### src/design/cfpr_pkg.sv
// Shared types, constants and CRC function for the framed packet receiver.
`default_nettype none

package cfpr_pkg;

  localparam int HEADER_BYTES = 8;
  localparam int HDR_CNT_W    = 4;
  localparam int PAY_CNT_W    = 7;
  localparam int LEN_W        = 16;
  localparam int CRC_W        = 16;
  localparam int OFFSET_W     = 6;
  localparam int CNT_W        = 32;
  localparam int CFG_IDX_W    = 2;
  localparam int CFG_DATA_W   = 8;

  localparam logic [CRC_W-1:0] CRC_POLY = 16'h1021;
  localparam logic [CRC_W-1:0] CRC_INIT = 16'hFFFF;
  localparam logic [CRC_W-1:0] CRC_MSB  = 16'h8000;

  localparam logic [7:0]           MAGIC_FIRST_RST = 8'hA5;
  localparam logic [7:0]           MAGIC_SECOND_RST = 8'h5A;
  localparam logic [PAY_CNT_W-1:0] MAX_PAYLOAD_RST = 7'd64;

  localparam logic [CFG_IDX_W-1:0] CFG_MAGIC_FIRST  = 2'd0;
  localparam logic [CFG_IDX_W-1:0] CFG_MAGIC_SECOND = 2'd1;
  localparam logic [CFG_IDX_W-1:0] CFG_MAX_PAYLOAD  = 2'd2;

  typedef enum logic [3:0] {
    PH_IDLE,
    PH_MAGIC2,
    PH_HEADER,
    PH_PAYLOAD,
    PH_CRCLO,
    PH_CRCHI,
    PH_RESYNC,
    PH_RESYNC2,
    PH_EMIT
  } phase_t;

  typedef enum logic [2:0] {
    ST_TEXT          = 3'd0,
    ST_CONSUMED      = 3'd1,
    ST_SYNC_CONSUMED = 3'd2,
    ST_SYNC_TEXT     = 3'd3,
    ST_LEN_ERR       = 3'd4,
    ST_CRC_ERR       = 3'd5,
    ST_READY         = 3'd6
  } status_t;

  typedef struct packed {
    logic    hdr_wr;
    logic    pay_wr;
    logic    crc_lo_wr;
    logic    frame_start;
    logic    inc_sync;
    logic    inc_len;
    logic    inc_crc;
    logic    inc_frame;
    logic    out_load;
    status_t out_status;
    logic    emit_start;
    logic    emit_load;
  } dp_cmd_t;

  typedef struct packed {
    logic eq_first;
    logic eq_second;
    logic hdr_last;
    logic len_bad;
    logic len_zero;
    logic pay_last;
    logic crc_ok;
    logic emit_last;
    logic out_free;
  } dp_stat_t;

  // Bitwise CRC-16/CCITT-FALSE over one byte, MSB first.
  function automatic logic [CRC_W-1:0] crc_byte(input logic [CRC_W-1:0] crc_in,
                                                input logic [7:0] data);
    logic [CRC_W-1:0] c;
    c = crc_in ^ {data, 8'h00};
    for (int i = 0; i < 8; i++) begin
      if ((c & CRC_MSB) != '0) begin
        c = {c[CRC_W-2:0], 1'b0} ^ CRC_POLY;
      end else begin
        c = {c[CRC_W-2:0], 1'b0};
      end
    end
    return c;
  endfunction

endpackage

`default_nettype wire

### src/design/cfpr_if.sv
// Byte input and result output channel interfaces.
`default_nettype none

interface cfpr_rx_if;
  logic       valid;
  logic       ready;
  logic [7:0] rx_byte;

  modport source (output valid, output rx_byte, input ready);
  modport sink (input valid, input rx_byte, output ready);
endinterface

interface cfpr_res_if;
  logic        valid;
  logic        ready;
  logic [2:0]  status;
  logic [31:0] header_word;
  logic [15:0] request_tag;
  logic [6:0]  frame_payload_length;
  logic [7:0]  payload_byte;
  logic [5:0]  payload_offset;
  logic        last_of_run;
  logic [31:0] frames_count;
  logic [31:0] sync_error_count;
  logic [31:0] crc_error_count;
  logic [31:0] length_error_count;

  modport source (output valid, output status, output header_word, output request_tag,
                  output frame_payload_length, output payload_byte, output payload_offset,
                  output last_of_run, output frames_count, output sync_error_count,
                  output crc_error_count, output length_error_count, input ready);
  modport sink (input valid, input status, input header_word, input request_tag,
                input frame_payload_length, input payload_byte, input payload_offset,
                input last_of_run, input frames_count, input sync_error_count,
                input crc_error_count, input length_error_count, output ready);
endinterface

`default_nettype wire

### src/design/crc_framed_packet_receiver.sv
// A byte's result is in the output register in the cycle after its transaction.
// Throughput: one byte per cycle while in_ready is high; CRC update is in that cycle.
// A good frame holds off input after its CRC byte while the payload store is read
// out, one result per cycle unless the output stalls; a zero length gives one result.
// Reset (synchronous, rst_n low) idles the parser, clears counters and loads
// the default magic bytes and payload limit; the stores need no clearing pass.
`default_nettype none

module crc_framed_packet_receiver #(
  parameter int PAYLOAD_DEPTH = 64
) (
  input  logic                                clk,
  input  logic                                rst_n,
  cfpr_rx_if.sink                             in_ch,
  cfpr_res_if.source                          out_ch,
  input  logic                                cfg_we,
  input  logic [cfpr_pkg::CFG_IDX_W-1:0]      cfg_index,
  input  logic [cfpr_pkg::CFG_DATA_W-1:0]     cfg_data
);
  import cfpr_pkg::*;

  dp_cmd_t  cmd;
  dp_stat_t stat;

  cfpr_ctrl u_ctrl (
    .clk      (clk),
    .rst_n    (rst_n),
    .in_valid (in_ch.valid),
    .in_ready (in_ch.ready),
    .stat     (stat),
    .cmd      (cmd)
  );

  cfpr_datapath #(
    .PAYLOAD_DEPTH (PAYLOAD_DEPTH)
  ) u_datapath (
    .clk                      (clk),
    .rst_n                    (rst_n),
    .cmd                      (cmd),
    .stat                     (stat),
    .rx_byte                  (in_ch.rx_byte),
    .cfg_we                   (cfg_we),
    .cfg_index                (cfg_index),
    .cfg_data                 (cfg_data),
    .out_ready                (out_ch.ready),
    .out_valid                (out_ch.valid),
    .out_status               (out_ch.status),
    .out_header_word          (out_ch.header_word),
    .out_request_tag          (out_ch.request_tag),
    .out_frame_payload_length (out_ch.frame_payload_length),
    .out_payload_byte         (out_ch.payload_byte),
    .out_payload_offset       (out_ch.payload_offset),
    .out_last_of_run          (out_ch.last_of_run),
    .out_frames_count         (out_ch.frames_count),
    .out_sync_error_count     (out_ch.sync_error_count),
    .out_crc_error_count      (out_ch.crc_error_count),
    .out_length_error_count   (out_ch.length_error_count)
  );

endmodule

`default_nettype wire

### src/design/cfpr_ctrl.sv
// Frame parsing state machine: decodes phase and issues datapath commands.
`default_nettype none

module cfpr_ctrl (
  input  logic               clk,
  input  logic               rst_n,
  input  logic               in_valid,
  output logic               in_ready,
  input  cfpr_pkg::dp_stat_t stat,
  output cfpr_pkg::dp_cmd_t  cmd
);
  import cfpr_pkg::*;

  phase_t state_r;
  phase_t state_nxt;
  logic   acc;

  always_ff @(posedge clk) begin
    if (!rst_n) begin
      state_r <= PH_IDLE;
    end else begin
      state_r <= state_nxt;
    end
  end

  always_comb begin
    cmd            = '0;
    cmd.out_status = ST_CONSUMED;
    state_nxt      = state_r;
    in_ready       = (state_r != PH_EMIT) && stat.out_free;
    acc            = in_valid && in_ready;

    if (state_r == PH_EMIT) begin
      // Drain one payload result per free output slot.
      if (stat.out_free) begin
        cmd.emit_load = 1'b1;
        if (stat.emit_last) begin
          state_nxt = PH_IDLE;
        end
      end
    end else if (acc) begin
      cmd.out_load = 1'b1;
      case (state_r)
        PH_IDLE: begin
          if (stat.eq_first) begin
            state_nxt = PH_MAGIC2;
          end else begin
            cmd.out_status = ST_TEXT;
          end
        end
        PH_MAGIC2: begin
          if (stat.eq_second) begin
            cmd.frame_start = 1'b1;
            state_nxt       = PH_HEADER;
          end else begin
            cmd.inc_sync = 1'b1;
            if (stat.eq_first) begin
              cmd.out_status = ST_SYNC_CONSUMED;
            end else begin
              cmd.out_status = ST_SYNC_TEXT;
              state_nxt      = PH_IDLE;
            end
          end
        end
        PH_HEADER: begin
          cmd.hdr_wr = 1'b1;
          if (stat.hdr_last) begin
            if (stat.len_bad) begin
              cmd.inc_len    = 1'b1;
              cmd.out_status = ST_LEN_ERR;
              state_nxt      = PH_RESYNC;
            end else if (stat.len_zero) begin
              state_nxt = PH_CRCLO;
            end else begin
              state_nxt = PH_PAYLOAD;
            end
          end
        end
        PH_PAYLOAD: begin
          cmd.pay_wr = 1'b1;
          if (stat.pay_last) begin
            state_nxt = PH_CRCLO;
          end
        end
        PH_CRCLO: begin
          cmd.crc_lo_wr = 1'b1;
          state_nxt     = PH_CRCHI;
        end
        PH_CRCHI: begin
          if (stat.crc_ok) begin
            // Results come from the burst, not from this transaction.
            cmd.out_load   = 1'b0;
            cmd.inc_frame  = 1'b1;
            cmd.emit_start = 1'b1;
            state_nxt      = PH_EMIT;
          end else begin
            cmd.inc_crc    = 1'b1;
            cmd.out_status = ST_CRC_ERR;
            state_nxt      = PH_IDLE;
          end
        end
        PH_RESYNC: begin
          if (stat.eq_first) begin
            state_nxt = PH_RESYNC2;
          end
        end
        PH_RESYNC2: begin
          if (stat.eq_second) begin
            cmd.frame_start = 1'b1;
            state_nxt       = PH_HEADER;
          end else if (!stat.eq_first) begin
            state_nxt = PH_RESYNC;
          end
        end
        default: begin
          state_nxt = PH_IDLE;
        end
      endcase
    end
  end

endmodule

`default_nettype wire

### src/design/cfpr_datapath.sv
// Datapath: CRC, header and payload stores, event counters, result register.
`default_nettype none

module cfpr_datapath #(
  parameter int PAYLOAD_DEPTH = 64
) (
  input  logic                                    clk,
  input  logic                                    rst_n,
  input  cfpr_pkg::dp_cmd_t                       cmd,
  output cfpr_pkg::dp_stat_t                      stat,
  input  logic [7:0]                              rx_byte,
  input  logic                                    cfg_we,
  input  logic [cfpr_pkg::CFG_IDX_W-1:0]          cfg_index,
  input  logic [cfpr_pkg::CFG_DATA_W-1:0]         cfg_data,
  input  logic                                    out_ready,
  output logic                                    out_valid,
  output logic [2:0]                              out_status,
  output logic [31:0]                             out_header_word,
  output logic [15:0]                             out_request_tag,
  output logic [cfpr_pkg::PAY_CNT_W-1:0]          out_frame_payload_length,
  output logic [7:0]                              out_payload_byte,
  output logic [cfpr_pkg::OFFSET_W-1:0]           out_payload_offset,
  output logic                                    out_last_of_run,
  output logic [cfpr_pkg::CNT_W-1:0]              out_frames_count,
  output logic [cfpr_pkg::CNT_W-1:0]              out_sync_error_count,
  output logic [cfpr_pkg::CNT_W-1:0]              out_crc_error_count,
  output logic [cfpr_pkg::CNT_W-1:0]              out_length_error_count
);
  import cfpr_pkg::*;

  localparam int AW = (PAYLOAD_DEPTH > 1) ? $clog2(PAYLOAD_DEPTH) : 1;
  localparam logic [PAY_CNT_W-1:0] DEPTH_C = PAY_CNT_W'(PAYLOAD_DEPTH);

  // Configuration
  logic [7:0]           magic_first_r;
  logic [7:0]           magic_second_r;
  logic [PAY_CNT_W-1:0] max_payload_r;

  // Frame state
  logic [7:0]           hdr_r [HEADER_BYTES];
  logic [7:0]           pay_mem [PAYLOAD_DEPTH];
  logic [HDR_CNT_W-1:0] header_count_r;
  logic [PAY_CNT_W-1:0] payload_count_r;
  logic [PAY_CNT_W-1:0] payload_count_nxt;
  logic [LEN_W-1:0]     length_r;
  logic [CRC_W-1:0]     crc_r;
  logic [7:0]           crc_low_r;
  logic [OFFSET_W-1:0]  emit_idx_r;

  // Counters
  logic [CNT_W-1:0] frames_r;
  logic [CNT_W-1:0] sync_err_r;
  logic [CNT_W-1:0] crc_err_r;
  logic [CNT_W-1:0] len_err_r;

  // Result register
  logic                out_valid_r;
  status_t             out_status_r;
  logic [7:0]          out_byte_r;
  logic [OFFSET_W-1:0] out_offset_r;
  logic                out_last_r;

  logic [PAY_CNT_W-1:0] limit;
  logic [LEN_W-1:0]     len_hdr;
  logic [PAY_CNT_W-1:0] emit_end;
  logic                 ready_res;

  assign limit             = (max_payload_r > DEPTH_C) ? DEPTH_C : max_payload_r;
  assign len_hdr           = {rx_byte, hdr_r[6]};
  assign payload_count_nxt = payload_count_r + PAY_CNT_W'(1);
  assign emit_end          = (length_r == '0) ? '0 : (length_r[PAY_CNT_W-1:0] - PAY_CNT_W'(1));

  assign stat.eq_first  = (rx_byte == magic_first_r);
  assign stat.eq_second = (rx_byte == magic_second_r);
  assign stat.hdr_last  = (header_count_r == HDR_CNT_W'(HEADER_BYTES - 1));
  assign stat.len_bad   = (len_hdr > {{(LEN_W-PAY_CNT_W){1'b0}}, limit});
  assign stat.len_zero  = (len_hdr == '0);
  assign stat.pay_last  = ({{(LEN_W-PAY_CNT_W){1'b0}}, payload_count_nxt} >= length_r);
  assign stat.crc_ok    = ({rx_byte, crc_low_r} == crc_r);
  assign stat.emit_last = ({1'b0, emit_idx_r} == emit_end);
  assign stat.out_free  = !out_valid_r || out_ready;

  always_ff @(posedge clk) begin
    if (!rst_n) begin
      magic_first_r  <= MAGIC_FIRST_RST;
      magic_second_r <= MAGIC_SECOND_RST;
      max_payload_r  <= MAX_PAYLOAD_RST;
    end else if (cfg_we) begin
      case (cfg_index)
        CFG_MAGIC_FIRST:  magic_first_r  <= cfg_data;
        CFG_MAGIC_SECOND: magic_second_r <= cfg_data;
        CFG_MAX_PAYLOAD:  max_payload_r  <= cfg_data[PAY_CNT_W-1:0];
        default: begin
        end
      endcase
    end
  end

  always_ff @(posedge clk) begin
    if (!rst_n) begin
      header_count_r  <= '0;
      payload_count_r <= '0;
      length_r        <= '0;
      crc_r           <= CRC_INIT;
      crc_low_r       <= '0;
      emit_idx_r      <= '0;
    end else begin
      if (cmd.frame_start) begin
        header_count_r  <= '0;
        payload_count_r <= '0;
        length_r        <= '0;
        crc_r           <= CRC_INIT;
      end
      if (cmd.hdr_wr) begin
        header_count_r <= header_count_r + HDR_CNT_W'(1);
        crc_r          <= crc_byte(crc_r, rx_byte);
        if (stat.hdr_last) begin
          length_r <= len_hdr;
        end
      end
      if (cmd.pay_wr) begin
        payload_count_r <= payload_count_nxt;
        crc_r           <= crc_byte(crc_r, rx_byte);
      end
      if (cmd.crc_lo_wr) begin
        crc_low_r <= rx_byte;
      end
      if (cmd.emit_start) begin
        emit_idx_r <= '0;
      end else if (cmd.emit_load) begin
        emit_idx_r <= emit_idx_r + OFFSET_W'(1);
      end
    end
  end

  always_ff @(posedge clk) begin
    if (cmd.hdr_wr) begin
      hdr_r[header_count_r[2:0]] <= rx_byte;
    end
  end

  always_ff @(posedge clk) begin
    if (cmd.pay_wr) begin
      pay_mem[payload_count_r[AW-1:0]] <= rx_byte;
    end
  end

  always_ff @(posedge clk) begin
    if (!rst_n) begin
      frames_r   <= '0;
      sync_err_r <= '0;
      crc_err_r  <= '0;
      len_err_r  <= '0;
    end else begin
      if (cmd.inc_frame) frames_r <= frames_r + CNT_W'(1);
      if (cmd.inc_sync) sync_err_r <= sync_err_r + CNT_W'(1);
      if (cmd.inc_crc) crc_err_r <= crc_err_r + CNT_W'(1);
      if (cmd.inc_len) len_err_r <= len_err_r + CNT_W'(1);
    end
  end

  always_ff @(posedge clk) begin
    if (!rst_n) begin
      out_valid_r <= 1'b0;
    end else if (cmd.out_load || cmd.emit_load) begin
      out_valid_r <= 1'b1;
    end else if (out_ready) begin
      out_valid_r <= 1'b0;
    end
  end

  // Payload read lands directly in the result register.
  always_ff @(posedge clk) begin
    if (cmd.out_load) begin
      out_status_r <= cmd.out_status;
      out_byte_r   <= '0;
      out_offset_r <= '0;
      out_last_r   <= 1'b1;
    end else if (cmd.emit_load) begin
      out_status_r <= ST_READY;
      out_byte_r   <= (length_r == '0) ? 8'h00 : pay_mem[emit_idx_r[AW-1:0]];
      out_offset_r <= emit_idx_r;
      out_last_r   <= stat.emit_last;
    end
  end

  // Header and counters change only on a transaction that reloads the result register
  // or (frame count) leaves it empty, so they are shown straight from their registers.
  assign ready_res = (out_status_r == ST_READY);

  assign out_valid                = out_valid_r;
  assign out_status               = out_status_r;
  assign out_header_word          = ready_res ? {hdr_r[3], hdr_r[2], hdr_r[1], hdr_r[0]} : '0;
  assign out_request_tag          = ready_res ? {hdr_r[5], hdr_r[4]} : '0;
  assign out_frame_payload_length = ready_res ? length_r[PAY_CNT_W-1:0] : '0;
  assign out_payload_byte         = out_byte_r;
  assign out_payload_offset       = out_offset_r;
  assign out_last_of_run          = out_last_r;
  assign out_frames_count         = frames_r;
  assign out_sync_error_count     = sync_err_r;
  assign out_crc_error_count      = crc_err_r;
  assign out_length_error_count   = len_err_r;

`ifndef ASSERT_OFF
  a_no_overwrite: assert property (@(posedge clk) disable iff (!rst_n)
    (cmd.out_load || cmd.emit_load) |-> (!out_valid_r || out_ready))
    else $error("result register loaded while holding an undelivered result");

  a_hdr_in_range: assert property (@(posedge clk) disable iff (!rst_n)
    cmd.hdr_wr |-> (header_count_r < HDR_CNT_W'(HEADER_BYTES)))
    else $error("header write past the header store");

  a_pay_in_range: assert property (@(posedge clk) disable iff (!rst_n)
    cmd.pay_wr |-> (payload_count_r < DEPTH_C))
    else $error("payload write past the payload store");

  a_single_load: assert property (@(posedge clk) disable iff (!rst_n)
    !(cmd.out_load && cmd.emit_load))
    else $error("single result and burst result loaded together");

  a_last_marks: assert property (@(posedge clk) disable iff (!rst_n)
    (cmd.emit_load && stat.emit_last) |=> (out_last_r && out_status_r == ST_READY))
    else $error("final burst result lacks the last mark");
`endif

endmodule

`default_nettype wire
### src/flat_wrapper.sv
// flat-port wrapper written by rule: the top's interface ports become plain ports
module crc_framed_packet_receiver_flat import cfpr_pkg::*;
#(
  parameter int PAYLOAD_DEPTH = 64
)
  (clk, rst_n, cfg_we, cfg_index, cfg_data, in_ch_valid, in_ch_rx_byte, in_ch_ready, out_ch_valid, out_ch_status, out_ch_header_word, out_ch_request_tag, out_ch_frame_payload_length, out_ch_payload_byte, out_ch_payload_offset, out_ch_last_of_run, out_ch_frames_count, out_ch_sync_error_count, out_ch_crc_error_count, out_ch_length_error_count, out_ch_ready);
  cfpr_rx_if in_ch_i ();
  cfpr_res_if out_ch_i ();
  input  logic clk;
  input  logic rst_n;
  input  logic cfg_we;
  input  logic [cfpr_pkg::CFG_IDX_W-1:0] cfg_index;
  input  logic [cfpr_pkg::CFG_DATA_W-1:0] cfg_data;
  input wire logic [$bits(in_ch_i.valid)-1:0] in_ch_valid;
  input wire logic [$bits(in_ch_i.rx_byte)-1:0] in_ch_rx_byte;
  output wire logic [$bits(in_ch_i.ready)-1:0] in_ch_ready;
  output wire logic [$bits(out_ch_i.valid)-1:0] out_ch_valid;
  output wire logic [$bits(out_ch_i.status)-1:0] out_ch_status;
  output wire logic [$bits(out_ch_i.header_word)-1:0] out_ch_header_word;
  output wire logic [$bits(out_ch_i.request_tag)-1:0] out_ch_request_tag;
  output wire logic [$bits(out_ch_i.frame_payload_length)-1:0] out_ch_frame_payload_length;
  output wire logic [$bits(out_ch_i.payload_byte)-1:0] out_ch_payload_byte;
  output wire logic [$bits(out_ch_i.payload_offset)-1:0] out_ch_payload_offset;
  output wire logic [$bits(out_ch_i.last_of_run)-1:0] out_ch_last_of_run;
  output wire logic [$bits(out_ch_i.frames_count)-1:0] out_ch_frames_count;
  output wire logic [$bits(out_ch_i.sync_error_count)-1:0] out_ch_sync_error_count;
  output wire logic [$bits(out_ch_i.crc_error_count)-1:0] out_ch_crc_error_count;
  output wire logic [$bits(out_ch_i.length_error_count)-1:0] out_ch_length_error_count;
  input wire logic [$bits(out_ch_i.ready)-1:0] out_ch_ready;
  assign in_ch_i.valid = in_ch_valid;
  assign in_ch_i.rx_byte = in_ch_rx_byte;
  assign in_ch_ready = in_ch_i.ready;
  assign out_ch_valid = out_ch_i.valid;
  assign out_ch_status = out_ch_i.status;
  assign out_ch_header_word = out_ch_i.header_word;
  assign out_ch_request_tag = out_ch_i.request_tag;
  assign out_ch_frame_payload_length = out_ch_i.frame_payload_length;
  assign out_ch_payload_byte = out_ch_i.payload_byte;
  assign out_ch_payload_offset = out_ch_i.payload_offset;
  assign out_ch_last_of_run = out_ch_i.last_of_run;
  assign out_ch_frames_count = out_ch_i.frames_count;
  assign out_ch_sync_error_count = out_ch_i.sync_error_count;
  assign out_ch_crc_error_count = out_ch_i.crc_error_count;
  assign out_ch_length_error_count = out_ch_i.length_error_count;
  assign out_ch_i.ready = out_ch_ready;
  crc_framed_packet_receiver #(.PAYLOAD_DEPTH(PAYLOAD_DEPTH)) u_core (.clk(clk), .rst_n(rst_n), .in_ch(in_ch_i), .out_ch(out_ch_i), .cfg_we(cfg_we), .cfg_index(cfg_index), .cfg_data(cfg_data));
endmodule
### config.mk
export PLATFORM = sky130hd
export DESIGN_NAME = crc_framed_packet_receiver_flat
export DESIGN_NICKNAME = d
export VERILOG_FILES = /design/src/design/cfpr_pkg.sv /design/src/design/cfpr_if.sv /design/src/design/crc_framed_packet_receiver.sv /design/src/design/cfpr_ctrl.sv /design/src/design/cfpr_datapath.sv /design/src/flat_wrapper.sv
export SDC_FILE = /design/constraint.sdc
export NUM_CORES = 1
export LEC_CHECK = 0
export BUFFER_PORTS_ARGS = -buffer_cell sky130_fd_sc_hd__buf_2
export CORE_UTILIZATION = 25
export DETAILED_ROUTE_END_ITERATION = 16
export GPL_ROUTABILITY_DRIVEN = 0
export PLACE_DENSITY = 0.51
export SYNTH_ARGS = -nofsm -noshare
export SYNTH_HDL_FRONTEND = slang
export SYNTH_SLANG_ARGS = --single-unit
### constraint.sdc
create_clock -name clk -period 2.7 [get_ports clk]
set_input_delay 0.135 -clock clk [delete_from_list [all_inputs] [get_ports clk]]
set_output_delay 0.135 -clock clk [all_outputs]
set_load 0.1 [all_outputs]
### Word-level counts from Yosys, hierarchy flattened

Memories as Yosys holds them, arrays and structs flattened. A register that Yosys moved wholly into a read port is not among the register bits.
Cells that the tools add are included.

| storage, ports and cells | value |
|---|---|
| register bits | 231 |
| bits in writable memories | 576 |
| bits of input ports | 23 |
| output and inout bits | 203 |
| logic and storage cells | 206 |
| memories | 2 |

| cells by class | value |
|---|---|
| $add $sub $neg | 8 |
| order comparisons | 3 |
| equal/unequal tests | 25 |
| multiplexer cells | 111 |
| bitwise operators | 17 |
| reduce and logical (&&, ||, !) cells | 21 |

Memories:

| memory | words | bits a word | rd ports | clocked after Yosys merged registers in | write ports | RTL line | source |
|---|---|---|---|---|---|---|---|
| u_core.u_datapath.pay_mem | 64 | 8 | 1 | 1 | 1 | cfpr_datapath.sv:41 | `logic [7:0] pay_mem [PAYLOAD_DEPTH];` |
| u_core.u_datapath.hdr_r | 8 | 8 | 7 | 0 | 1 | cfpr_datapath.sv:40 | `logic [7:0] hdr_r [HEADER_BYTES];` |

Operator list:

| cell | number |
|---|---|
| $mux W16 | 35 |
| $mux W13 | 17 |
| $add A32 B1 Y32 const B | 4 |
| $mux W4 | 16 |
| $not A3 Y3 | 15 |
| $mux W7 | 5 |
| $logic_not A16 Y1 | 2 |
| $mux W32 | 1 |
| $pmux W4 S8 | 1 |
| $mux W3 | 8 |
| $mux W1 | 23 |
| $eq A4 B3 Y1 const B | 5 |
| $eq A16 B16 Y1 | 1 |
| $eq A8 B8 Y1 | 2 |
| $ge A7 B16 Y1 | 1 |
| $gt A16 B7 Y1 | 1 |
| $xor A16 B16 Y16 | 1 |
| $mux W6 | 2 |
| $pmux W3 S4 | 1 |
| $reduce_bool A2 Y1 | 5 |
| $reduce_and A9 Y1 | 1 |
| $eq A4 B2 Y1 const B | 2 |
| $mux W8 | 1 |
| $ne A4 B3 Y1 const B | 2 |
| other kinds (26) | 33 |

### Longest topological paths before layout

Gate-level depths: netlist of the first run.

| logic depth | value |
|---|---|
| depth in word-level cells | 38 |
| mapped depth | 12 |
| depth with buffers taken out | 11 |

### Cells and area by module

From an unflattened synthesis of the first run, not the netlist that was laid out.

| unflattened totals | value |
|---|---|
| cells, all modules | 2,285 |
| area total of the unflattened synthesis | 33,384.5 um^2 |

Modules (own cells, without submodules):

| module | times used | cells each | area an instance (um^2) | sequential area each (um^2) |
|---|---|---|---|---|
| cfpr_datapath | 1 | 2,212 | 32,846.5 | 21,750.9 |
| cfpr_ctrl | 1 | 73 | 538.0 | 80.1 |

### Worst setup path before layout of the first run

Ideal clock, no wire load.

| timing path | value |
|---|---|
| path type | flip-flop to flip-flop |
| from | reg u_core.u_datapath.crc_err_r[3] (netlist: u_core.u_datapath.out_crc_error_count[3]) |
| to | reg u_core.u_datapath.crc_err_r[28] (netlist: u_core.u_datapath.out_crc_error_count[28]) |
| library setup time | 0.063 ns |
| arrival | 2.831 ns |
| required time | 2.637 ns |
| path slack | -0.194 ns |
| cell stages (with the launch flop) | 9 |
| path buffers | 1 |
| clock period less this slack | 2.894 ns |
| path through | dfxtp_1 > and4_1 > nand4_1 > or2_1 > clkbuf_1 > nor3_2 > nand2_1 > or4_1 > nand2_1 |

| between the ends | value |
|---|---|
| word-level cells in the longest chain between the ends | 1 |

RTL lines:

| item | RTL line | source |
|---|---|---|
| from (decl) | cfpr_datapath.sv:53 | `logic [CNT_W-1:0] crc_err_r;` |
| from (signal assigned) | cfpr_datapath.sv:157 | `if (cmd.inc_crc) crc_err_r <= crc_err_r + CNT_W'(1);` |
| $add A32 B1 Y32 | cfpr_datapath.sv:157 |  |

No other way between the ends.
A chain may end at the register's enable or synchronous reset.

### Final worst setup path of the first run

| timing path | value |
|---|---|
| from | reg u_core.u_ctrl.state_r[3] |
| to | mem u_core.u_datapath.pay_mem[4][3] (enable) |

| between the ends | value |
|---|---|
| word-level cells in the longest chain between the ends | 7 |
| elaborated cells on any way between the ends | 10 |
| those cells by class | eq/ne (3); mux (5); reduce/logical (2) |

RTL lines:

| item | RTL line | source |
|---|---|---|
| from (decl) | cfpr_ctrl.sv:14 | `phase_t state_r;` |
| from (signal assigned) | cfpr_ctrl.sv:22 | `state_r <= state_nxt;` |
| $ne A4 B4 Y1 | cfpr_ctrl.sv:30 | `in_ready = (state_r != PH_EMIT) && stat.out_free;` |
| $logic_and A1 B1 Y1 | cfpr_ctrl.sv:30 |  |
| $logic_and A1 B1 Y1 | cfpr_ctrl.sv:31 | `acc = in_valid && in_ready;` |
| $mux W13 | cfpr_ctrl.sv:41 | `end else if (acc) begin` |
| $mux W13 (*) | cfpr_ctrl.sv:33 | `if (state_r == PH_EMIT) begin` |
| $mux W1 (*) | cfpr_datapath.sv:143 | `if (cmd.pay_wr) begin` |
| $mux W1 (not written as such) (*) | cfpr_datapath.sv:144 | `pay_mem[payload_count_r[AW-1:0]] <= rx_byte;` |
| to (decl) | cfpr_datapath.sv:41 |  |

Mark *: on every way between the ends. The rest lies on a longest branch, timed or not.

==> results of run 1 <==
-- critical path, stage by stage (launching register included) --
cell	delay (ps)
dfxtp_1	310
buf_4	170
nor2b_4	230
nand3_1	210
nor2_1	180
buf_4	130
nand2_1	150
nor2_1	810
-- logic make-up (layout without fill, tap and decap cells) --
group,Yosys count,count (layout),share of synthesized area [%]
fa+ha+maj,22,22,0.833
simple gates,718,718,10.8
other cells,0,1,0
compound gates,196,196,3.76
flops,805,805,66.1
buf+inv,157,642,1.95
mux,217,217,12.6
xor+xnor,144,144,3.91
-- Yosys cell counts, types with 17 or more instances --
master / number
and2_1: 74
o22ai_1: 17
a21oi_1: 58
xnor2_1: 86
dfxtp_1: 234
buf_2: 34
nor2_1: 250
nand3_1: 45
ha_1: 22
o21ai_0: 39
xor2_1: 54
edfxtp_1: 571
or3_1: 31
nand4_1: 42
a22oi_1: 21
clkbuf_1: 77
nor3_1: 27
nand2_1: 129
mux4_2: 160
inv_1: 39
mux2i_1: 56
and3_1: 19
-- per-stage QoR --
step,util [%],worst slack [ps],hold slack [ps],TNS (ps)
2_1_floorplan,-,-2.53,234,-2.53
3_3_place_gp,28.7,6.89,371,0
3_5_place_dp,28.7,4.30,373,0
4_1_cts,31.3,32.2,71.4,0
5_1_grt,31.5,-45.1,124,-829
6_report,31.5,92.2,123,0
-- placed cells by master, fill, tap and decap left out, types with 9 or more instances in the layout --
cell type,netlist,routed
clkbuf_1,77,17
clkbuf_16,0,93
or3_1,31,31
xnor2_1,86,85
a22oi_1,21,21
o21ai_1,10,10
mux2i_1,56,56
nor2b_1,10,10
nor2_1,250,245
nand3b_1,10,10
inv_1,39,37
nand2_1,129,129
nand3_1,45,44
clkinv_1,0,16
and2_1,74,74
dfxtp_2,0,23
clkinv_2,0,15
bufinv_16,0,9
nor4_1,15,13
nand2b_1,16,16
dfxtp_1,234,209
edfxtp_1,571,571
buf_2,34,187
nor3_1,27,26
buf_12,0,16
nand4_1,42,42
buf_4,1,211
and3_1,19,19
o31ai_1,10,9
ha_1,22,19
o22ai_1,17,17
dlygate4sd3_1,0,21
xor2_1,54,53
mux4_2,160,160
o21ai_0,39,38
a21oi_1,58,58
or2_2,13,13
-- state kept, by name, summed over array words and instances (netlist names), 6 cells and up, named ones only --
name and count:
u_core.u_datapath.length_r 16, u_core.u_datapath.out_sync_error_count 32, u_core.u_datapath.max_payload_r 7, u_core.u_datapath.out_frames_count 32, u_core.u_datapath.out_payload_offset 6, u_core.u_datapath.pay_mem 512
u_core.u_datapath.crc_low_r 8, u_core.u_datapath.magic_second_r 8, u_core.u_datapath.payload_count_r 7, u_core.u_datapath.out_crc_error_count 32, u_core.u_datapath.out_payload_byte 8, u_core.u_datapath.emit_idx_r 6
u_core.u_datapath.out_length_error_count 32, u_core.u_datapath.crc_r 16, u_core.u_datapath.hdr_r 56, u_core.u_datapath.magic_first_r 8
-- worst max path at each step --
stage	start	to	slack, ps
floorplan	u_core.u_datapath.out_crc_error_count[8]	u_core.u_datapath.out_crc_error_count[28]	-3
global placement	in_ch_rx_byte[5]	u_core.u_datapath.out_frames_count[26]	7
detailed placement	u_core.u_datapath.payload_count_r[1]	u_core.u_ctrl.state_r[2]	4
CTS	u_core.u_datapath.payload_count_r[1]	u_core.u_ctrl.state_r[2]	30
global route	u_core.u_ctrl.state_r[3]	u_core.u_datapath.pay_mem[19][2]	-50
finish	u_core.u_ctrl.state_r[3]	u_core.u_datapath.pay_mem[4][3]	90
-- layer usage --
layer / global-route usage [%] / share of wire, % / vias up
li1: - / - / 9323
met1: 18.3 / 45 / 10276
met2: 21.3 / 46 / 530
met3: 4.15 / 7.5 / 106
met4: 2.80 / 1.6 / 4
met5: 0 / 0.032 / -
-- power by group --
group | total, mW | leakage [nW] | internal [mW] | switching, mW
sequential | 13.2 | 7.03 | 13.2 | 0.0114
combinational | 0.718 | 5.41 | 0.171 | 0.548
clock | 12.5 | 1.47 | 7.33 | 5.14
total | 26.4 | 13.9 | 20.7 | 5.70
-- repair_timing --
item / CTS / global route
cloned: 0 / 1
setup endpoints to repair: 42 / 60
gates resized for setup: 36 / 34
pin swaps: 1 / 15
hold buffers: 21 / 0
hold endpoints to repair: 136 / 0
setup buffers: 1 / 9
-- area by class of cell --
| class | instances | area (um2) | share of cell area, % |
|---|---|---|---|
| inverter | 39 | 151 | 0.369 |
| sequential | 805 | 21900 | 53.3 |
| timing repair buffer | 439 | 3100 | 7.55 |
| tap | 1742 | 2180 | 5.31 |
| antenna | 1 | 2.50 | 0.00610 |
| clock buffer | 115 | 2460 | 6.00 |
| multi-input combinational | 1297 | 10700 | 26.1 |
| clock inverter | 49 | 554 | 1.35 |
==> results.sh, run 1 <==
export IMPL_fin_crit_ps=2610
export IMPL_critPathMaxFanout=9
export IMPL_synth_top_area_share_pct=51.9
export IMPL_fmax_ghz=0.383
export IMPL_grt_setup_unrepaired="yes"
export IMPL_dp_cells=4290
export IMPL_hold_end="u_core.u_datapath.out_valid"
export IMPL_status="complete, no violations"
export IMPL_finalCritPeriodShare_pct=96.6
export IMPL_post_drt_wl_per_cell_um=20.3
export IMPL_ios=226
export IMPL_clk_pin_slew_ps=60
export IMPL_synth_area_mm2=0.0330
export IMPL_r2r_cells=7
export IMPL_nNetsFinal=2717
export IMPL_cts_buffers=90
export IMPL_grt_overflow=0
export IMPL_core_area_mm2=0.130
export IMPL_dieHeight_um=365
export IMPL_port_buffers=225
export IMPL_ctsRootBufferMaster="clkbuf_16"
export IMPL_die_x_um=365
export IMPL_startpoint_type="register"
export IMPL_max_slew_margin_pct=28.6
export IMPL_ys_ff_latch=805
export IMPL_crit_type="reg -> reg"
export IMPL_synth_seq_area_share_pct=66.1
export IMPL_syn_inst=2259
export IMPL_setup_viol=0
export IMPL_cp_required_ps=2980
export IMPL_ir_drop_v=0.000535
export IMPL_wirelength_um=91200
export IMPL_die_area_mm2=0.134
export IMPL_cp_arrival_ps=2880
export IMPL_cp_end_kind="register"
export IMPL_synth_flop_cell="edfxtp_1"
export IMPL_syn_to_final_growth_pct=24.2
export IMPL_grt_antenna_before_repair=3
export IMPL_yosys_warnings=0
export IMPL_synth_nets=2304
export IMPL_timing_rr_end="u_core.u_datapath.pay_mem[4][3]"
export IMPL_start_util_pct=25.3
export IMPL_final_design_area_no_fill_mm2=0.0410
export IMPL_viasPerCell=4.51
export IMPL_final_cells=4487
export IMPL_hp_class="in -> reg"
export IMPL_cap_violations=0
export IMPL_finalPower_mw=26.4
export IMPL_reg2reg_slack_ps=90
export IMPL_grt_max_degree=75
export IMPL_regToRegStartpoint="u_core.u_ctrl.state_r[3]"
export IMPL_worstHoldStart="out_ch_ready"
export IMPL_grt_util_all_layers_pct=13.5
export IMPL_final_max_slew_viol_count=0
export IMPL_ant_nets=0
export IMPL_worst_slew_pin_slew_ps=1070
export IMPL_p_leak_nw=13.9
export IMPL_htreeDepth=3
export IMPL_grt_pass1_wl_um=135000
export IMPL_placed_area_mm2=0.0375
export IMPL_synth_edf_count=571
export IMPL_synth_cell_type_count=76
export IMPL_avgSynthCellArea_um2=14.6
export IMPL_dr_total_vias=20239
export IMPL_clk_latency_ps=690
export IMPL_grt_pass1_vias=20291
export IMPL_cts_tree="done"
export IMPL_cts_path_max_buffers=3
export IMPL_fin_skew_ps=45.5
export IMPL_drtPass1Iterations=7
export IMPL_async_flop_share_pct=0
export IMPL_hold_violations=0
export IMPL_clock_sinks=805
export IMPL_synth_area_top_cells="edfxtp_1 52%, dfxtp_1 14%, mux4_2 11%"
export IMPL_route_detailed_drc=0
export IMPL_detail_route_iter0_violations=1450
export IMPL_p_per_area_mw_per_mm2=644
export IMPL_row_count=132
export IMPL_synth_area_leader_cell="edfxtp_1"
export IMPL_layout_drive_gt1_share_pct=29.0
export IMPL_whs_path_depth=5
export IMPL_nFillCells=12924
export IMPL_dp_hpwl_um=62300
No activity file was read; power rests on OpenSTA's default activity.
==> inputs of run 2 (changes only) <==
Settings changed: CTS_BUF_LIST set to sky130_fd_sc_hd__clkbuf_4 sky130_fd_sc_hd__clkbuf_8 sky130_fd_sc_hd__clkbuf_16.
==> run 2 against run 1 <==
  * Sequential cell count stayed put
  * Global-route usage barely moved
  * Clock-buffer cell count unchanged
  * Clock power about the same
  * Setup slack better by 10 ps
  * Largest power group unchanged
  * Die area did not move
  * Design area up 0.16%
  * Critical path depth decreased by 1
  * Hold slack improved by 2.3 ps
  * Sequential share of layout area fell by 0.083 points
==> results.sh, run 2 (same netlist as run 1, synthesis figures left out) <==
export IMPL_slowest_delay_ps=840
export IMPL_mostFrequentLayoutCell="edfxtp_1"
export IMPL_fmax_ghz=0.385
export IMPL_htreeDepth=3
export IMPL_fin_crit_ps=2600
export IMPL_layout_common_cells="571 x edfxtp_1, 245 x nor2_1, 211 x buf_4"
export IMPL_finalPower_mw=26.6
export IMPL_p_leak_nw=14.0
export IMPL_ant_nets=0
export IMPL_clk_latency_ps=690
export IMPL_core_area_mm2=0.130
export IMPL_setup_viol=0
export IMPL_worstPathCellList="buf_4, nor2b_4, nand3_1, nor2_1, nand3b_1, nor2_1"
export IMPL_cpLargestDelayFamily="simple AND/OR/NAND/NOR gates"
export IMPL_crit_type="reg -> reg"
export IMPL_grt_antenna_before_repair=3
export IMPL_drtPass1Iterations=7
export IMPL_preCtsSetupSlack_ps=4.30
export IMPL_detail_route_iter0_violations=1384
export IMPL_worst_slack_ps=102
export IMPL_gr_usage_met3_pct=4.15
export IMPL_cp_end_kind="register"
export IMPL_crit_buf_inv=1
export IMPL_p_comb_share_pct=2.7
export IMPL_cap_violations=0
export IMPL_ir_drop_v=0.000535
export IMPL_hold_violations=0
export IMPL_clock_sinks=805
export IMPL_power_switching_mw=5.69
export IMPL_whs_ps=125
export IMPL_dp_hpwl_um=62300
export IMPL_use_met2_pct=21.2
export IMPL_worst_slew_pin_slew_ps=1040
export IMPL_cts_tree="done"
export IMPL_row_count=132
export IMPL_grt_util_all_layers_pct=13.5
export IMPL_grt_pass1_vias=20286
export IMPL_grt_max_degree=75
export IMPL_critPathMaxFanout=9
export IMPL_grt_pass1_wl_um=135000
export IMPL_cp_required_ps=3000
export IMPL_ios=226
export IMPL_fin_skew_ps=46.9
export IMPL_viasPerCell=4.51
export IMPL_post_drt_wl_per_cell_um=20.3
export IMPL_grt_setup_unrepaired="yes"
export IMPL_wirelength_um=91100
export IMPL_finalCritPeriodShare_pct=96.2
export IMPL_dieHeight_um=365
export IMPL_crit_slowest_cell="nor2_1"
export IMPL_status="complete, no violations"
export IMPL_syn_to_final_growth_pct=24.4
export IMPL_cp_common_cell="nor2_1"
export IMPL_layout_drive_gt1_share_pct=29.6
export IMPL_ctsRootBufferMaster="clkbuf_16"
export IMPL_p_clk_share_pct=47.5
export IMPL_die_x_um=365
export IMPL_seq_area_mm2=0.0219
export IMPL_p_per_area_mw_per_mm2=647
export IMPL_nNetsFinal=2717
export IMPL_final_max_slew_viol_count=0
export IMPL_multi_input_area_mm2=0.0107
export IMPL_max_slew_margin_pct=30.1
export IMPL_cts_buffers=90
export IMPL_cts_path_max_buffers=3
export IMPL_clk_pin_slew_ps=60
export IMPL_cp_arrival_ps=2900
export IMPL_met1_usage_pct=18.3
export IMPL_start_util_pct=25.3
export IMPL_nFillCells=12915
export IMPL_largest_reg_flops=512
export IMPL_port_buffers=225
export IMPL_p_int_mw=20.9
export IMPL_hp_class="in -> reg"
export IMPL_switching_share_pct=21.4
export IMPL_startpoint_type="register"
export IMPL_route_detailed_drc=0
export IMPL_seqPwrFrac_pct=49.8
export IMPL_busiest_layer="met2"
export IMPL_die_area_mm2=0.134
export IMPL_dr_total_vias=20241
export IMPL_grt_overflow=0
-- run 2: area by class of cell --
| type | instances | share of cell area, % |
|---|---|---|
| flip-flops and latches | 805 | 53.2 |
| multi-input cells | 1297 | 26.1 |
| repair buffers | 439 | 7.54 |
| diodes | 1 | 0.00609 |
| clock inverters | 49 | 1.35 |
| well taps | 1742 | 5.31 |
| inverters | 39 | 0.369 |
| clock buffers | 115 | 6.14 |
-- run 2: routing by layer --
layer | wire (um) | vias to the layer above
met5 | 29 | -
met4 | 1500 | 4
met3 | 7000 | 106
met2 | 41600 | 566
met1 | 40900 | 10232
li1 | - | 9333
-- run 2: path summary, 6_finish.rpt --
kind	startpoint	to	slack [ps]	cells after the start
setup / recovery	u_core.u_ctrl.state_r[3]	u_core.u_datapath.pay_mem[17][4]	100	6
hold / removal	out_ch_ready	u_core.u_datapath.out_valid	130	5
setup reg to reg	u_core.u_ctrl.state_r[3]	u_core.u_datapath.pay_mem[17][4]	100	6
hold reg to reg	u_core.u_datapath.out_payload_offset[1]	u_core.u_datapath.out_payload_offset[1]	460	2
-- run 2: stage by stage --
step / setup TNS [ps] / area (um2) / util, % / instances
detailed placement: 0 / 37500 / 28.7 / 4290
CTS: 0 / 40800 / 31.3 / 4476
floorplan: -2.53 / 33100 / - / 2259
global placement: 0 / 37500 / 28.7 / 4290
global route: -814 / 41100 / 31.5 / 4486
finish: 0 / 41100 / 31.5 / 4487
-- run 2: timing repair --
item | in CTS | in global routing
pin swaps | 1 | 15
gates resized for setup | 36 | 34
endpoints found under the hold margin | 136 | 0
cloned | 0 | 1
hold buffers | 21 | 0
setup endpoints to repair | 42 | 60
setup buffers | 1 | 9
-- run 2: tightest hold or removal path, stage by stage --
cell	delay [ps]
buf_2	90
nand2b_1	120
buf_4	140
and2_1	180
a21oi_1	80
-- run 2: power groups by stage --
stage	logic, mW	registers, mW	clock network [mW]
CTS	0.722	13.2	13.0
finish	0.717	13.2	12.6
detailed placement	0.689	13.5	0
floorplan	0.335	13.5	0
global route	0.764	13.2	13.4
global placement	0.689	13.5	0
==> inputs of run 3 (changes only) <==
Settings changed: ABC_AREA set to 1.
==> run 3 against run 2 <==
  * Global-route usage is 1.6 points higher
  * Clock-buffer cell count is 1 lower
  * Largest power group unchanged
  * Combinational power is 140% higher
  * Highest routed layer is now met4
  * Largest cell class unchanged
  * Critical path depth is 2 lower
  * Critical endpoint is now out_ch_header_word[31]
  * Die area is 6.8% higher
==> results.sh, run 3 <==
export IMPL_syn_inst=3564
export IMPL_nFillCells=14525
export IMPL_worstHoldStart="cfg_data[2]"
export IMPL_cp_end_kind="output port"
export IMPL_startpoint_type="register"
export IMPL_viasPerCell=4.65
export IMPL_dieHeight_um=378
export IMPL_ir_drop_v=0.000413
export IMPL_die_area_mm2=0.143
export IMPL_fin_crit_ps=2620
export IMPL_syn_to_final_growth_pct=22.1
export IMPL_yosys_warnings=0
export IMPL_mostFrequentLayoutCell="edfxtp_1"
export IMPL_worst_slew_pin_slew_ps=928
export IMPL_ys_ff_latch=805
export IMPL_fin_skew_ps=21.1
export IMPL_regToRegStartpoint="u_core.u_ctrl.state_r[0]"
export IMPL_start_util_pct=25.3
export IMPL_synth_edf_count=571
export IMPL_post_drt_wl_per_cell_um=18.8
export IMPL_cp_arrival_ps=2480
export IMPL_p_per_area_mw_per_mm2=643
export IMPL_synth_nets=3609
export IMPL_p_comb_share_pct=6.1
export IMPL_grt_overflow=0
export IMPL_drtPass1Iterations=5
export IMPL_wirelength_um=110000
export IMPL_synth_seq_area_share_pct=61.9
export IMPL_ant_nets=0
export IMPL_crit_buf_inv=2
export IMPL_whs_path_depth=4
export IMPL_reg2reg_slack_ps=230
export IMPL_status="complete, no violations"
export IMPL_cp_required_ps=2570
export IMPL_p_clk_share_pct=45.6
export IMPL_timing_rr_end="u_core.u_datapath.pay_mem[49][3]"
export IMPL_critPathMaxFanout=33
export IMPL_grt_antenna_before_repair=3
export IMPL_r2r_cells=8
export IMPL_die_x_um=378
export IMPL_p_int_mw=21.2
export IMPL_clock_sinks=805
export IMPL_dp_hpwl_um=73600
export IMPL_synth_cell_type_count=51
export IMPL_seqPwrFrac_pct=48.3
export IMPL_dp_cells=5631
export IMPL_final_max_slew_viol_count=0
export IMPL_cts_tree="done"
export IMPL_synth_area_leader_cell="edfxtp_1"
export IMPL_synth_area_top_cells="edfxtp_1 49%, dfxtp_1 13%, nor2_1 6.4%"
export IMPL_layout_drive_gt1_share_pct=16.9
export IMPL_final_cells=5833
export IMPL_hp_class="in -> reg"
export IMPL_cts_path_max_buffers=3
export IMPL_largest_reg_flops=512
export IMPL_route_detailed_drc=0
export IMPL_slowest_delay_ps=500
export IMPL_dr_total_vias=27117
export IMPL_setup_viol=0
export IMPL_grt_pass1_wl_um=166000
export IMPL_clk_pin_slew_ps=60
export IMPL_cap_violations=0
export IMPL_core_area_mm2=0.140
export IMPL_max_slew_margin_pct=38.2
export IMPL_cts_buffers=91
export IMPL_nNetsFinal=3924
export IMPL_clk_latency_ps=670
export IMPL_crit_slowest_cell="buf_2"
export IMPL_p_leak_nw=15.3
export IMPL_port_buffers=225
export IMPL_layout_common_cells="571 x edfxtp_1, 546 x nor2_1, 535 x nand2_1"
export IMPL_async_flop_share_pct=0
export IMPL_synth_flop_cell="edfxtp_1"
export IMPL_worstPathCellList="nand3b_1, buf_4, nor2_1, buf_2"
export IMPL_synth_most_common_cell="nor2_1"
export IMPL_ios=226
export IMPL_cts_setup_buffers=0
export IMPL_synth_area_mm2=0.0353
export IMPL_grt_pass1_vias=26301
export IMPL_fmax_ghz=0.382
export IMPL_finalCritPeriodShare_pct=97.0
export IMPL_crit_type="reg -> out"
export IMPL_hold_violations=0
export IMPL_synth_top_area_share_pct=48.6
export IMPL_whs_ps=332
export IMPL_htreeDepth=3
export IMPL_ctsRootBufferMaster="clkbuf_16"
export IMPL_power_switching_mw=6.51
export IMPL_synth_commonest_cells="604 x nor2_1, 571 x edfxtp_1, 535 x nand2_1"
export IMPL_cpLargestDelayFamily="buffers and inverters"
export IMPL_row_count=137
export IMPL_grt_max_degree=71
export IMPL_switching_share_pct=23.5
export IMPL_grt_util_all_layers_pct=15.1
export IMPL_detail_route_iter0_violations=2249
export IMPL_avgSynthCellArea_um2=9.90
export IMPL_hold_end="u_core.u_datapath.magic_second_r[2]"
==> run 3: changes by cell type after synthesis, moves of 31 or more <==
cell | before | now
a21oi_1 | 58 | 152
and2_1 | 74 | 0
clkbuf_1 | 77 | 123
inv_1 | 39 | 238
mux2i_1 | 56 | 0
mux4_2 | 160 | 0
nand2_1 | 129 | 535
nand3_1 | 45 | 167
nor2_1 | 250 | 604
nor3_1 | 27 | 83
o21ai_0 | 39 | 329
o221ai_1 | 1 | 106
or3_1 | 31 | 0
xnor2_1 | 86 | 48
==> run 3: cell families after synthesis <==
group                      Yosys count  share of synthesized area [%]
AOI/OAI and AO/OA                  679                           11.3
xor gates and xnor gates           119                           3.00
adders and majority gates           22                          0.780
buffers and inverters              417                           4.68
DFF                                805                           61.9
and+or+nand+nor                   1522                           18.4
==> run 3: power groups by stage <==
stage                     Clock (mW)  Sequential, mW  Combinational, mW
after floorplan                    0            13.7              0.996
after global placement             0            13.6               1.66
after detailed placement           0            13.6               1.66
after CTS                       12.9            13.4               1.70
after global routing            13.3            13.4               1.82
final                           12.6            13.4               1.69
==> run 3: layout make-up <==
| class | instances | area [um2] | share of cell area (%) |
|---|---|---|---|
| Sequential cell | 805 | 21800 | 50.7 |
| Multi-Input combinational cell | 2342 | 12000 | 27.9 |
| Timing Repair Buffer | 390 | 2860 | 6.63 |
| Clock buffer | 114 | 2520 | 5.84 |
| Tap cell | 1876 | 2350 | 5.45 |
| Inverter | 249 | 946 | 2.20 |
| Clock inverter | 56 | 546 | 1.27 |
| Antenna cell | 1 | 2.50 | 0.00581 |
==> run 3: worst max path at each step <==
stage	depth (start not counted)	slack, ps	end	from
floorplan	8	-270	u_core.u_datapath.pay_mem[32][0]	u_core.u_datapath.out_valid
global placement	16	130	u_core.u_ctrl.state_r[3]	u_core.u_datapath.payload_count_r[0]
detailed placement	16	170	u_core.u_ctrl.state_r[0]	u_core.u_datapath.payload_count_r[0]
CTS	4	40	out_ch_request_tag[0]	u_core.u_datapath.out_status[0]
global route	16	-40	u_core.u_ctrl.state_r[1]	u_core.u_datapath.payload_count_r[1]
finish	4	80	out_ch_header_word[31]	u_core.u_datapath.out_status[0]
==> run 3: worst reg2reg max path: cells and delay by family, from the launching register on <==
kind / cells / cell delay (ps)
DFF: 1 / 360
buffers and inverters: 1 / 80
and+or+nand+nor: 7 / 1660
==> run 3: repair_timing <==
action / CTS / global route
endpoints found under the hold margin: 73 / 0
gates resized for setup: 0 / 9
setup endpoints to repair: 0 / 8
hold buffers: 31 / 0
==> run 3: metal layers <==
layer	GRT usage, %	part of all wire [%]	wire length, um
met5	0	0	0
met4	3.82	2.2	2420
met3	3.21	6.3	6920
met2	24.4	46	50500
met1	20.5	45	50000
==> run 3: stage by stage <==
step / cell area (um2) / power (mW) / setup slack (ps) / setup TNS [ps] / util, %
global placement: 39700 / 15.3 / 134 / 0 / 28.4
floorplan: 35500 / 14.7 / -268 / -23820 / -
detailed placement: 39700 / 15.3 / 168 / 0 / 28.4
CTS: 43000 / 28.0 / 39.4 / 0 / 30.8
global route: 43100 / 28.6 / -38.6 / -119 / 30.8
finish: 43100 / 27.7 / 81.8 / 0 / 30.8
